[src/yuv_color_zone_counter_defines.svh]
// assertion macros shared by the color zone counter modules
// no dependencies; included by files that carry concurrent checks
`ifndef YUV_COLOR_ZONE_COUNTER_DEFINES_SVH
`define YUV_COLOR_ZONE_COUNTER_DEFINES_SVH

// same-cycle implication, gated by the active-low reset
`define YCZC_ASSERT_NOW(label, clk, rst_n, pre, post) \
  label: assert property (@(posedge clk) disable iff (!rst_n) (pre) |-> (post)) \
    else $error("yczc check failed");

// next-cycle implication, gated by the active-low reset
`define YCZC_ASSERT_NEXT(label, clk, rst_n, pre, post) \
  label: assert property (@(posedge clk) disable iff (!rst_n) (pre) |=> (post)) \
    else $error("yczc check failed");

`endif

[src/yczc_pkg.sv]
// types, codes and constants of the yuv color zone counter
// no dependencies; used by every other file of the block except the macro header
`timescale 1ns / 1ps

package yczc_pkg;

  localparam int unsigned MAX_WIDTH  = 4096;
  localparam int unsigned MAX_HEIGHT = 4096;
  localparam int unsigned POS_W      = $clog2(MAX_WIDTH);
  localparam int unsigned ROW_W      = $clog2(MAX_HEIGHT);
  localparam int unsigned DIM_W      = 13;
  localparam int unsigned TALLY_W    = 25;
  localparam int unsigned PCT_W      = 7;
  localparam int unsigned ADDR_W     = 5;
  localparam int unsigned DATA_W     = 32;
  localparam int unsigned QDEPTH     = 4;
  localparam int unsigned QAW        = $clog2(QDEPTH);
  localparam int unsigned QCNT_W     = $clog2(QDEPTH + 1);

  localparam logic [TALLY_W-1:0] TALLY_MAX = {TALLY_W{1'b1}};
  localparam logic [PCT_W-1:0]   PCT_SCALE = PCT_W'(100);

  // floor(x/3) for 13-bit x as (x * 2731) >> 13
  localparam logic [11:0] THIRD_RECIP = 12'd2731;
  localparam int unsigned THIRD_SHIFT = 13;

  // reset values of the configuration registers
  localparam logic [15:0]      RST_LUMA_WIN = 16'd28230;
  localparam logic [15:0]      RST_U_WIN    = 16'd30800;
  localparam logic [15:0]      RST_V_WIN    = 16'd36968;
  localparam logic [DIM_W-1:0] RST_WIDTH    = DIM_W'(520);
  localparam logic [DIM_W-1:0] RST_HEIGHT   = DIM_W'(240);
  localparam logic [1:0]       RST_MODE     = 2'd3;
  localparam logic [PCT_W-1:0] RST_SAFE_PCT = PCT_W'(40);
  localparam logic [11:0]      RST_THIRD_W  = 12'(520 / 3);
  localparam logic [11:0]      RST_THIRD_H  = 12'(240 / 3);

  typedef enum logic [2:0] {
    REG_LUMA_WIN = 3'd0,
    REG_U_WIN    = 3'd1,
    REG_V_WIN    = 3'd2,
    REG_WIDTH    = 3'd3,
    REG_HEIGHT   = 3'd4,
    REG_MODE     = 3'd5,
    REG_SAFE_PCT = 3'd6
  } reg_e;

  typedef enum logic [1:0] {
    ZONE_NONE     = 2'd0,
    ZONE_LEFT     = 2'd1,
    ZONE_STRAIGHT = 2'd2,
    ZONE_RIGHT    = 2'd3
  } zone_e;

  typedef enum logic [1:0] {
    STEER_STRAIGHT = 2'd0,
    STEER_LEFT     = 2'd1,
    STEER_RIGHT    = 2'd2
  } steer_e;

  typedef struct packed {
    logic [15:0]      luma_win;
    logic [15:0]      u_win;
    logic [15:0]      v_win;
    logic [DIM_W-1:0] width;
    logic [DIM_W-1:0] height;
    logic [1:0]       mode;
    logic [PCT_W-1:0] safe_pct;
    logic [11:0]      third_w;
    logic [11:0]      third_h;
  } cfg_t;

  typedef struct packed {
    logic [7:0] chroma_u;
    logic [7:0] luma_first;
    logic [7:0] chroma_v;
    logic [7:0] luma_second;
    logic       frame_end;
  } pix_t;

  typedef struct packed {
    logic [TALLY_W-1:0] left_count;
    logic [TALLY_W-1:0] straight_count;
    logic [TALLY_W-1:0] right_count;
    logic [TALLY_W-1:0] match_total;
    logic [1:0]         steer;
  } res_t;

  typedef struct packed {
    zone_e zone_first;
    zone_e zone_second;
    logic  frame_end;
  } entry_t;

  typedef struct packed {
    logic [TALLY_W-1:0] left;
    logic [TALLY_W-1:0] straight;
    logic [TALLY_W-1:0] right;
    logic [TALLY_W-1:0] total;
  } tally_t;

endpackage

[src/yczc_if.sv]
// valid/ready stream interfaces for pixel pairs and frame results
// depends on yczc_pkg
`timescale 1ns / 1ps

interface yczc_pix_if;
  import yczc_pkg::*;
  logic valid;
  logic ready;
  pix_t data;
  modport source (output valid, output data, input ready);
  modport sink (input valid, input data, output ready);
endinterface

interface yczc_res_if;
  import yczc_pkg::*;
  logic valid;
  logic ready;
  res_t data;
  modport source (output valid, output data, input ready);
  modport sink (input valid, input data, output ready);
endinterface

[src/yuv_color_zone_counter.sv]
// yuv_color_zone_counter: one pixel pair (U, Y0, V, Y1) is taken per clock,
// sustained while the queue has room, with no gap between frames. Each pixel
// is tested against the configured Y/U/V windows and counted into left,
// straight or right zones; the pair that carries frame_end closes the frame and
// one result with the four counts and a steering code follows. The front end
// classifies a pair in the cycle it is taken, a four-entry queue separates it
// from the tally stage, and the result passes through the snapshot register and
// then the output register after the closing pair leaves the queue.
// The output register and the snapshot register let the next frame start while
// a result waits; input stalls only when the queue fills behind two pending
// results. The zone thirds derived from frame_width and frame_height are
// registered behind the write. No clearing pass after reset.
`timescale 1ns / 1ps

module yuv_color_zone_counter (
  input  logic                         clk_i,
  input  logic                         rst_ni,
  input  logic                         psel,
  input  logic                         penable,
  input  logic                         pwrite,
  input  logic [yczc_pkg::ADDR_W-1:0]  paddr,
  input  logic [yczc_pkg::DATA_W-1:0]  pwdata,
  output logic [yczc_pkg::DATA_W-1:0]  prdata,
  output logic                         pready,
  yczc_pix_if.sink                     pix_i,
  yczc_res_if.source                   res_o
);
  import yczc_pkg::*;

  cfg_t   cfg;
  entry_t entry, head;
  logic   push, pop, full, empty;

  yczc_regs u_regs (
    .clk_i   (clk_i),
    .rst_ni  (rst_ni),
    .psel    (psel),
    .penable (penable),
    .pwrite  (pwrite),
    .paddr   (paddr),
    .pwdata  (pwdata),
    .prdata  (prdata),
    .pready  (pready),
    .cfg_o   (cfg)
  );

  yczc_front u_front (
    .clk_i   (clk_i),
    .rst_ni  (rst_ni),
    .cfg_i   (cfg),
    .pix     (pix_i),
    .full_i  (full),
    .push_o  (push),
    .entry_o (entry)
  );

  yczc_queue u_queue (
    .clk_i   (clk_i),
    .rst_ni  (rst_ni),
    .push_i  (push),
    .entry_i (entry),
    .full_o  (full),
    .pop_i   (pop),
    .empty_o (empty),
    .head_o  (head)
  );

  yczc_back u_back (
    .clk_i      (clk_i),
    .rst_ni     (rst_ni),
    .safe_pct_i (cfg.safe_pct),
    .empty_i    (empty),
    .head_i     (head),
    .pop_o      (pop),
    .res        (res_o)
  );

endmodule

[src/yczc_regs.sv]
// apb configuration registers plus registered frame thirds
// depends on yczc_pkg
`timescale 1ns / 1ps

module yczc_regs (
  input  logic                         clk_i,
  input  logic                         rst_ni,
  input  logic                         psel,
  input  logic                         penable,
  input  logic                         pwrite,
  input  logic [yczc_pkg::ADDR_W-1:0]  paddr,
  input  logic [yczc_pkg::DATA_W-1:0]  pwdata,
  output logic [yczc_pkg::DATA_W-1:0]  prdata,
  output logic                         pready,
  output yczc_pkg::cfg_t               cfg_o
);
  import yczc_pkg::*;

  logic [15:0]      luma_win_q, u_win_q, v_win_q;
  logic [DIM_W-1:0] width_q, height_q;
  logic [1:0]       mode_q;
  logic [PCT_W-1:0] safe_pct_q;
  logic [11:0]      third_w_q, third_w_d, third_h_q, third_h_d;
  logic [24:0]      prod_w, prod_h;
  logic             wr_en;
  reg_e             idx;

  assign pready = 1'b1;
  assign wr_en  = psel && penable && pwrite;
  assign idx    = reg_e'(paddr[ADDR_W-1:2]);

  always_ff @(posedge clk_i or negedge rst_ni) begin
    if (!rst_ni) begin
      luma_win_q <= RST_LUMA_WIN;
      u_win_q    <= RST_U_WIN;
      v_win_q    <= RST_V_WIN;
      width_q    <= RST_WIDTH;
      height_q   <= RST_HEIGHT;
      mode_q     <= RST_MODE;
      safe_pct_q <= RST_SAFE_PCT;
    end else if (wr_en) begin
      unique case (idx)
        REG_LUMA_WIN: luma_win_q <= pwdata[15:0];
        REG_U_WIN:    u_win_q    <= pwdata[15:0];
        REG_V_WIN:    v_win_q    <= pwdata[15:0];
        REG_WIDTH:    width_q    <= pwdata[DIM_W-1:0];
        REG_HEIGHT:   height_q   <= pwdata[DIM_W-1:0];
        REG_MODE:     mode_q     <= pwdata[1:0];
        REG_SAFE_PCT: safe_pct_q <= pwdata[PCT_W-1:0];
        default: ;
      endcase
    end
  end

  // divide by three through the reciprocal; the thirds are registered behind the write
  assign prod_w    = 25'(width_q) * 25'(THIRD_RECIP);
  assign prod_h    = 25'(height_q) * 25'(THIRD_RECIP);
  assign third_w_d = prod_w[THIRD_SHIFT +: 12];
  assign third_h_d = prod_h[THIRD_SHIFT +: 12];

  always_ff @(posedge clk_i or negedge rst_ni) begin
    if (!rst_ni) begin
      third_w_q <= RST_THIRD_W;
      third_h_q <= RST_THIRD_H;
    end else begin
      third_w_q <= third_w_d;
      third_h_q <= third_h_d;
    end
  end

  always_comb begin
    unique case (idx)
      REG_LUMA_WIN: prdata = DATA_W'(luma_win_q);
      REG_U_WIN:    prdata = DATA_W'(u_win_q);
      REG_V_WIN:    prdata = DATA_W'(v_win_q);
      REG_WIDTH:    prdata = DATA_W'(width_q);
      REG_HEIGHT:   prdata = DATA_W'(height_q);
      REG_MODE:     prdata = DATA_W'(mode_q);
      REG_SAFE_PCT: prdata = DATA_W'(safe_pct_q);
      default:      prdata = '0;
    endcase
  end

  assign cfg_o.luma_win = luma_win_q;
  assign cfg_o.u_win    = u_win_q;
  assign cfg_o.v_win    = v_win_q;
  assign cfg_o.width    = width_q;
  assign cfg_o.height   = height_q;
  assign cfg_o.mode     = mode_q;
  assign cfg_o.safe_pct = safe_pct_q;
  assign cfg_o.third_w  = third_w_q;
  assign cfg_o.third_h  = third_h_q;

endmodule

[src/yczc_front.sv]
// front end: tracks pixel position and classifies both pixels of a pair into zones
// depends on yczc_pkg and yczc_pix_if
`timescale 1ns / 1ps

module yczc_front (
  input  logic             clk_i,
  input  logic             rst_ni,
  input  yczc_pkg::cfg_t   cfg_i,
  yczc_pix_if.sink         pix,
  input  logic             full_i,
  output logic             push_o,
  output yczc_pkg::entry_t entry_o
);
  import yczc_pkg::*;

  logic [POS_W-1:0] col_q, col_d;
  logic [ROW_W-1:0] row_q, row_d;
  logic [POS_W:0]   col_next;
  logic             row_wrap;

  function automatic logic in_win(input logic [15:0] win, input logic [7:0] val);
    return (val >= win[7:0]) && (val <= win[15:8]);
  endfunction

  function automatic zone_e classify(input cfg_t cfg, input logic [POS_W:0] x,
                                     input logic [ROW_W-1:0] y, input logic [7:0] luma,
                                     input logic [7:0] u, input logic [7:0] v);
    logic             rot;
    logic             skip;
    logic             match;
    logic [DIM_W-1:0] coord;
    logic [DIM_W-1:0] third;
    logic [DIM_W-1:0] two_third;
    zone_e            z;
    rot   = cfg.mode[0];
    skip  = cfg.mode[1] &&
            ((rot && (DIM_W'(x) < DIM_W'(cfg.width[DIM_W-1:1]))) ||
             (!rot && (DIM_W'(y) >= DIM_W'(cfg.height[DIM_W-1:1]))));
    match = in_win(cfg.luma_win, luma) && in_win(cfg.u_win, u) && in_win(cfg.v_win, v);
    coord = rot ? DIM_W'(y) : DIM_W'(x);
    third = rot ? DIM_W'(cfg.third_h) : DIM_W'(cfg.third_w);
    two_third = {third[DIM_W-2:0], 1'b0};
    if (skip || !match) begin
      z = ZONE_NONE;
    end else if (coord < third) begin
      z = ZONE_LEFT;
    end else if (coord < two_third) begin
      z = ZONE_STRAIGHT;
    end else begin
      z = ZONE_RIGHT;
    end
    return z;
  endfunction

  assign pix.ready = !full_i;
  assign push_o    = pix.valid && !full_i;

  assign entry_o.zone_first  = classify(cfg_i, {1'b0, col_q}, row_q, pix.data.luma_first,
                                        pix.data.chroma_u, pix.data.chroma_v);
  assign entry_o.zone_second = classify(cfg_i, {1'b0, col_q} + (POS_W + 1)'(1), row_q,
                                        pix.data.luma_second, pix.data.chroma_u,
                                        pix.data.chroma_v);
  assign entry_o.frame_end   = pix.data.frame_end;

  // a row ends at the configured width or at the position counter limit
  assign col_next = {1'b0, col_q} + (POS_W + 1)'(2);
  assign row_wrap = (DIM_W'(col_next) >= cfg_i.width) || col_next[POS_W];

  always_comb begin
    col_d = col_q;
    row_d = row_q;
    if (push_o) begin
      if (pix.data.frame_end) begin
        col_d = '0;
        row_d = '0;
      end else if (row_wrap) begin
        col_d = '0;
        row_d = row_q + ROW_W'(1);
      end else begin
        col_d = col_next[POS_W-1:0];
      end
    end
  end

  always_ff @(posedge clk_i or negedge rst_ni) begin
    if (!rst_ni) begin
      col_q <= '0;
      row_q <= '0;
    end else begin
      col_q <= col_d;
      row_q <= row_d;
    end
  end

endmodule

[src/yczc_queue.sv]
// short fifo of classified pixel pairs between front and back end
// depends on yczc_pkg and the assertion macro header
`timescale 1ns / 1ps
`include "yuv_color_zone_counter_defines.svh"

module yczc_queue (
  input  logic             clk_i,
  input  logic             rst_ni,
  input  logic             push_i,
  input  yczc_pkg::entry_t entry_i,
  output logic             full_o,
  input  logic             pop_i,
  output logic             empty_o,
  output yczc_pkg::entry_t head_o
);
  import yczc_pkg::*;

  entry_t            mem_q [QDEPTH];
  logic [QAW-1:0]    wr_ptr_q, rd_ptr_q;
  logic [QCNT_W-1:0] count_q;

  assign full_o  = (count_q == QCNT_W'(QDEPTH));
  assign empty_o = (count_q == '0);
  assign head_o  = mem_q[rd_ptr_q];

  always_ff @(posedge clk_i) begin
    if (push_i) begin
      mem_q[wr_ptr_q] <= entry_i;
    end
  end

  always_ff @(posedge clk_i or negedge rst_ni) begin
    if (!rst_ni) begin
      wr_ptr_q <= '0;
      rd_ptr_q <= '0;
      count_q  <= '0;
    end else begin
      if (push_i) begin
        wr_ptr_q <= wr_ptr_q + QAW'(1);
      end
      if (pop_i) begin
        rd_ptr_q <= rd_ptr_q + QAW'(1);
      end
      unique case ({push_i, pop_i})
        2'b10:   count_q <= count_q + QCNT_W'(1);
        2'b01:   count_q <= count_q - QCNT_W'(1);
        default: count_q <= count_q;
      endcase
    end
  end

  `YCZC_ASSERT_NOW(a_count_bound, clk_i, rst_ni, 1'b1, count_q <= QCNT_W'(QDEPTH))
  `YCZC_ASSERT_NOW(a_pop_nonempty, clk_i, rst_ni, pop_i, !empty_o)
  `YCZC_ASSERT_NEXT(a_push_grows, clk_i, rst_ni, push_i && !pop_i, count_q == $past(count_q) + QCNT_W'(1))

endmodule

[src/yczc_back.sv]
// back end: saturating zone tallies, frame snapshot and steering decision
// depends on yczc_pkg, yczc_res_if and the assertion macro header
`timescale 1ns / 1ps
`include "yuv_color_zone_counter_defines.svh"

module yczc_back (
  input  logic                         clk_i,
  input  logic                         rst_ni,
  input  logic [yczc_pkg::PCT_W-1:0]   safe_pct_i,
  input  logic                         empty_i,
  input  yczc_pkg::entry_t             head_i,
  output logic                         pop_o,
  yczc_res_if.source                   res
);
  import yczc_pkg::*;

  tally_t  tally_q, tally_d, tally_sum;
  tally_t  snap_q;
  logic    snap_valid_q, snap_valid_d;
  logic    snap_move;
  res_t    out_q;
  logic    out_valid_q, out_valid_d;
  logic [1:0] inc_l, inc_s, inc_r, inc_t;
  logic [31:0] pct_straight, pct_total;
  steer_e  steer;

  function automatic logic [TALLY_W-1:0] sat_add(input logic [TALLY_W-1:0] a,
                                                 input logic [1:0] b);
    logic [TALLY_W:0] s;
    s = {1'b0, a} + (TALLY_W + 1)'(b);
    return (s > {1'b0, TALLY_MAX}) ? TALLY_MAX : s[TALLY_W-1:0];
  endfunction

  assign inc_l = 2'(head_i.zone_first == ZONE_LEFT) + 2'(head_i.zone_second == ZONE_LEFT);
  assign inc_s = 2'(head_i.zone_first == ZONE_STRAIGHT) +
                 2'(head_i.zone_second == ZONE_STRAIGHT);
  assign inc_r = 2'(head_i.zone_first == ZONE_RIGHT) + 2'(head_i.zone_second == ZONE_RIGHT);
  assign inc_t = 2'(head_i.zone_first != ZONE_NONE) + 2'(head_i.zone_second != ZONE_NONE);

  assign tally_sum.left     = sat_add(tally_q.left, inc_l);
  assign tally_sum.straight = sat_add(tally_q.straight, inc_s);
  assign tally_sum.right    = sat_add(tally_q.right, inc_r);
  assign tally_sum.total    = sat_add(tally_q.total, inc_t);

  assign snap_move = snap_valid_q && (!out_valid_q || res.ready);
  // an end-of-frame beat needs a free snapshot slot
  assign pop_o = !empty_i && (!head_i.frame_end || !snap_valid_q || snap_move);

  always_comb begin
    tally_d      = tally_q;
    snap_valid_d = snap_valid_q && !snap_move;
    if (pop_o) begin
      if (head_i.frame_end) begin
        tally_d      = '0;
        snap_valid_d = 1'b1;
      end else begin
        tally_d = tally_sum;
      end
    end
  end

  always_ff @(posedge clk_i or negedge rst_ni) begin
    if (!rst_ni) begin
      tally_q      <= '0;
      snap_valid_q <= 1'b0;
    end else begin
      tally_q      <= tally_d;
      snap_valid_q <= snap_valid_d;
    end
  end

  always_ff @(posedge clk_i) begin
    if (pop_o && head_i.frame_end) begin
      snap_q <= tally_sum;
    end
  end

  // straight share test: 100*straight < safe_pct*total
  assign pct_straight = 32'(snap_q.straight) * 32'(PCT_SCALE);
  assign pct_total    = 32'(snap_q.total) * 32'(safe_pct_i);

  always_comb begin
    priority if ((snap_q.total == '0) || (pct_straight < pct_total)) begin
      steer = STEER_STRAIGHT;
    end else if ((snap_q.left < snap_q.straight) && (snap_q.left < snap_q.right)) begin
      steer = STEER_LEFT;
    end else begin
      steer = STEER_RIGHT;
    end
  end

  always_comb begin
    out_valid_d = out_valid_q;
    if (snap_move) begin
      out_valid_d = 1'b1;
    end else if (res.ready) begin
      out_valid_d = 1'b0;
    end
  end

  always_ff @(posedge clk_i or negedge rst_ni) begin
    if (!rst_ni) begin
      out_valid_q <= 1'b0;
    end else begin
      out_valid_q <= out_valid_d;
    end
  end

  always_ff @(posedge clk_i) begin
    if (snap_move) begin
      out_q.left_count     <= snap_q.left;
      out_q.straight_count <= snap_q.straight;
      out_q.right_count    <= snap_q.right;
      out_q.match_total    <= snap_q.total;
      out_q.steer          <= steer;
    end
  end

  assign res.valid = out_valid_q;
  assign res.data  = out_q;

  `YCZC_ASSERT_NOW(a_left_le_total, clk_i, rst_ni, 1'b1, tally_q.left <= tally_q.total)
  `YCZC_ASSERT_NEXT(a_frame_clears, clk_i, rst_ni, pop_o && head_i.frame_end, tally_q.total == '0)
  `YCZC_ASSERT_NEXT(a_snap_kept, clk_i, rst_ni, snap_valid_q && !snap_move, snap_valid_q)

endmodule

[src/flat_wrapper.sv]
// flat-port wrapper written by rule: the top's interface ports become plain ports
module yuv_color_zone_counter_flat import yczc_pkg::*;
  (clk_i, rst_ni, psel, penable, pwrite, paddr, pwdata, prdata, pready, pix_i_valid, pix_i_data, pix_i_ready, res_o_valid, res_o_data, res_o_ready);
  yczc_pix_if pix_i_i ();
  yczc_res_if res_o_i ();
  input  logic clk_i;
  input  logic rst_ni;
  input  logic psel;
  input  logic penable;
  input  logic pwrite;
  input  logic [yczc_pkg::ADDR_W-1:0] paddr;
  input  logic [yczc_pkg::DATA_W-1:0] pwdata;
  output logic [yczc_pkg::DATA_W-1:0] prdata;
  output logic pready;
  input wire logic [$bits(pix_i_i.valid)-1:0] pix_i_valid;
  input wire logic [$bits(pix_i_i.data)-1:0] pix_i_data;
  output wire logic [$bits(pix_i_i.ready)-1:0] pix_i_ready;
  output wire logic [$bits(res_o_i.valid)-1:0] res_o_valid;
  output wire logic [$bits(res_o_i.data)-1:0] res_o_data;
  input wire logic [$bits(res_o_i.ready)-1:0] res_o_ready;
  assign pix_i_i.valid = pix_i_valid;
  assign pix_i_i.data = pix_i_data;
  assign pix_i_ready = pix_i_i.ready;
  assign res_o_valid = res_o_i.valid;
  assign res_o_data = res_o_i.data;
  assign res_o_i.ready = res_o_ready;
  yuv_color_zone_counter u_core (.clk_i(clk_i), .rst_ni(rst_ni), .psel(psel), .penable(penable), .pwrite(pwrite), .paddr(paddr), .pwdata(pwdata), .prdata(prdata), .pready(pready), .pix_i(pix_i_i), .res_o(res_o_i));
endmodule
[config.mk]
export PLATFORM = sky130hd
export DESIGN_NAME = yuv_color_zone_counter_flat
export DESIGN_NICKNAME = d
export VERILOG_FILES = /design/src/yczc_pkg.sv /design/src/yczc_if.sv /design/src/yuv_color_zone_counter.sv /design/src/yczc_regs.sv /design/src/yczc_front.sv /design/src/yczc_queue.sv /design/src/yczc_back.sv /design/src/flat_wrapper.sv
export VERILOG_INCLUDE_DIRS = /design/src /design/src/src
export SDC_FILE = /design/constraint.sdc
export NUM_CORES = 2
export LEC_CHECK = 0
export BUFFER_PORTS_ARGS = -buffer_cell sky130_fd_sc_hd__clkbuf_2
export CORE_MARGIN = 5
export CORE_UTILIZATION = 46
export DETAILED_ROUTE_END_ITERATION = 8
export SLEW_MARGIN = 10
export SYNTH_ARGS = -nofsm -noshare
export SYNTH_HDL_FRONTEND = slang
export SYNTH_HIERARCHICAL = 1
export SYNTH_SLANG_ARGS = --single-unit
[constraint.sdc]
create_clock -name clk_i -period 7.8 [get_ports clk_i]
set_clock_uncertainty 0.2 [all_clocks]
set_input_delay 1.56 -clock clk_i [delete_from_list [all_inputs] [get_ports clk_i]]
set_output_delay 1.56 -clock clk_i [all_outputs]
set_load 0.005 [all_outputs]
==> results by group <==
GRT
  – Global-route wire length before repair: 153,000 um
  – GRT Util Overall: 21.0%
  – Initial antenna violation count: 1
  – Grt total ovfl: 0
  – Largest net degree at the start of global routing: 121
  – Vias in the first global route: 27,900

Floorplanning
  – Rows: 106
  – Die area: 90,800 um^2
  – Initial Util: 46.5%
  – Io pins: 214
  – Die X: 301 um
  – Core Box Area: 84,000 um^2
  – Die H: 301 um

Clocking
  – Worst skew pair latency: 0.64 ns
  – Clock Tree Buf Depth: 3
  – H-Tree Depth: 2
  – Clk sinks: 461
  – Clk pin slew, worst setup/hold paths: 0.06 ns
  – Number of buffers created by CTS: 56
  – Root Driver: clkbuf_16
  – CTS tree: done

STA
  – Final setup fails: 0
  – Final Hold Fails: 0
  – RSZ-0062 raised after global routing: false
  – F_max: 135 MHz
  – Final Cycle Share: 95.0%
  – Slew HR: 29.5%
  – Setup TNS: 0 ns
  – Final hold slack: 0.210 ns
  – Worst-margin pin slew: 1.06 ns
  – Final Max Tran Viols: 0
  – Final min period: 7.41 ns

Outcome
  – Status: complete, no violations

Drt
  – Routed Antenna Nets: 0
  – Post-Route WL: 95,500 um
  – Vias per cell: 5.38
  – DR pass1 iterations: 5
  – Initial DRC count: 1,546
  – Wire per inst: 18.5 um
  – Remaining DRCs: 0
  – Vias: 27,700

Worst setup path
  – CP Class: reg -> reg
  – CP endpoint kind: flop
  – CP max FO: 7
  – Worst path required time: 8.00 ns
  – Arr. time, crit path: 7.60 ns
  – Startpoint Class: flop

Synthesis
  – Avg Inst Size Synth: 10.2 um^2
  – Netlist Area Pre-Place: 39,100 um^2
  – Syn. warnings: 6
  – Cell count after synthesis: 3,817

Placement
  – Port Buf Inserts: 178
  – Placed Area: 41,100 um^2
  – Placer Congestion: 0.857
  – Post-DP HPWL: 73,600 um

Finish
  – Net count, final: 4,814
  – Final Cell Area: 43,000 um^2
  – Layout cells sized above 1: 12.9%
  – P&R area growth vs syn: 10.2%
  – ANT cells: 0

Min path
  – Worst hold path class: reg -> reg

Job
  – Maxcap violations: 0
==> sequential cells by signal, summed over array words and instances (netlist names) <==
signal	count
u_core/u_back/snap_valid_q	1
u_core/u_regs/mode_q	2
u_core/u_back/tally_q	100
u_core/u_back/res.valid	1
u_core/u_regs/luma_win_q	16
u_core/u_regs/safe_pct_q	7
u_core/u_queue/rd_ptr_q	2
u_core/u_front/col_q	11
u_core/u_back/res.data	102
u_core/u_regs/u_win_q	16
u_core/u_queue/wr_ptr_q	2
u_core/u_regs/height_q	13
u_core/u_queue/count_q	3
u_core/u_queue/mem_q	20
u_core/u_regs/v_win_q	16
u_core/u_front/row_q	12
u_core/u_regs/third_w_q	12
u_core/u_regs/third_h_q	12
u_core/u_regs/width_q	13
u_core/u_back/snap_q	100
==> repair_timing <==
item	in CTS	in global routing
buffers inserted	0	0
hold buffers	0	0
endpoints found under the hold margin	0	0
setup endpoints to repair	0	2
resized for setup	0	4
==> through the flow <==
| step | instances | utilization, % | worst slack [ns] |
|---|---|---|---|
| floorplan | 3832 | - | 0.868 |
| global placement | 5045 | 48.9 | 0.325 |
| detailed placement | 5045 | 48.9 | 0.253 |
| CTS | 5151 | 51.3 | 0.235 |
| global route | 5151 | 51.3 | 0.00729 |
| finish | 5151 | 51.3 | 0.394 |
==> worst paths after layout <==
| path | start | to | slack [ns] | depth (start not counted) |
|---|---|---|---|---|
| hold / removal | u_core/u_back/snap_q[32] | u_core/u_back/res.data[34] | 0.21 | 0 |
| hold reg to reg | u_core/u_back/snap_q[32] | u_core/u_back/res.data[34] | 0.21 | 0 |
| max in group asynchronous | rst_ni | u_core/u_back/tally_q[37] | 5.45 | 2 |
| setup reg to reg | u_core/u_regs/safe_pct_q[5] | u_core/u_back/res.data[1] | 0.39 | 26 |
| min in group asynchronous | rst_ni | u_core/u_regs/luma_win_q[12] | 0.68 | 1 |
| setup / recovery | u_core/u_regs/safe_pct_q[5] | u_core/u_back/res.data[1] | 0.39 | 26 |
==> metal layers <==
metal  track usage (%)  wire (um)  vias up
met5                 0          0        -
met3              2.93       4190      113
met4              5.32       2310        0
li1                  -          -    13500
met1              28.6      43200    13600
met2              35.6      45900      464
==> critical path, cell delays in order (launching register included) <==
cell and delay (ns):
dfstp_2 0.60, and2_1 0.17, fa_1 0.44, fa_1 0.52
fa_1 0.55, inv_1 0.05, fa_1 0.54, inv_1 0.04
ha_1 0.30, a2111oi_1 0.44, o21ai_0 0.18, o211ai_1 0.20
a31oi_1 0.15, o21ai_0 0.17, nand2b_1 0.07, a21oi_1 0.17
xor2_1 0.18, ha_1 0.26, a21o_1 0.18, a21o_1 0.18
a21o_1 0.17, a21o_1 0.16, a21o_1 0.17, a221o_1 0.31
a2111oi_0 0.39, o21ai_0 0.15, and3b_1 0.20
==> cell type report <==
| class | instances | area (um^2) |
|---|---|---|
| Fill cell | 7741 | 40900 |
| Multi-Input combinational cell | 2659 | 23600 |
| Sequential cell | 461 | 12700 |
| Inverter | 577 | 2170 |
| Clock buffer | 64 | 1450 |
| Tap cell | 1134 | 1420 |
| Timing Repair Buffer | 214 | 1200 |
| Clock inverter | 42 | 503 |
==> layout by cell type (no fill, tap or decap), types with 34 or more instances in the layout <==
cell type  instances
inv_1            576
nor2_1           128
and3_1            53
a31oi_1           43
dfstp_2           36
ha_1             539
a22o_1            57
and2_1           131
a21oi_1          188
xor2_1            56
buf_4             34
mux2_2            88
fa_1             229
xnor2_1           91
nand3_1           60
nor2b_1           38
clkbuf_2         177
clkbuf_16         56
dfrtp_1          201
a21o_1            69
nor3_1            35
edfxtp_1         222
nand4_1           46
o21ai_0          133
nand2_1          275
Power is not shown: default switching activity piles up to over one toggle a cycle in this logic, so the estimate is an artifact.
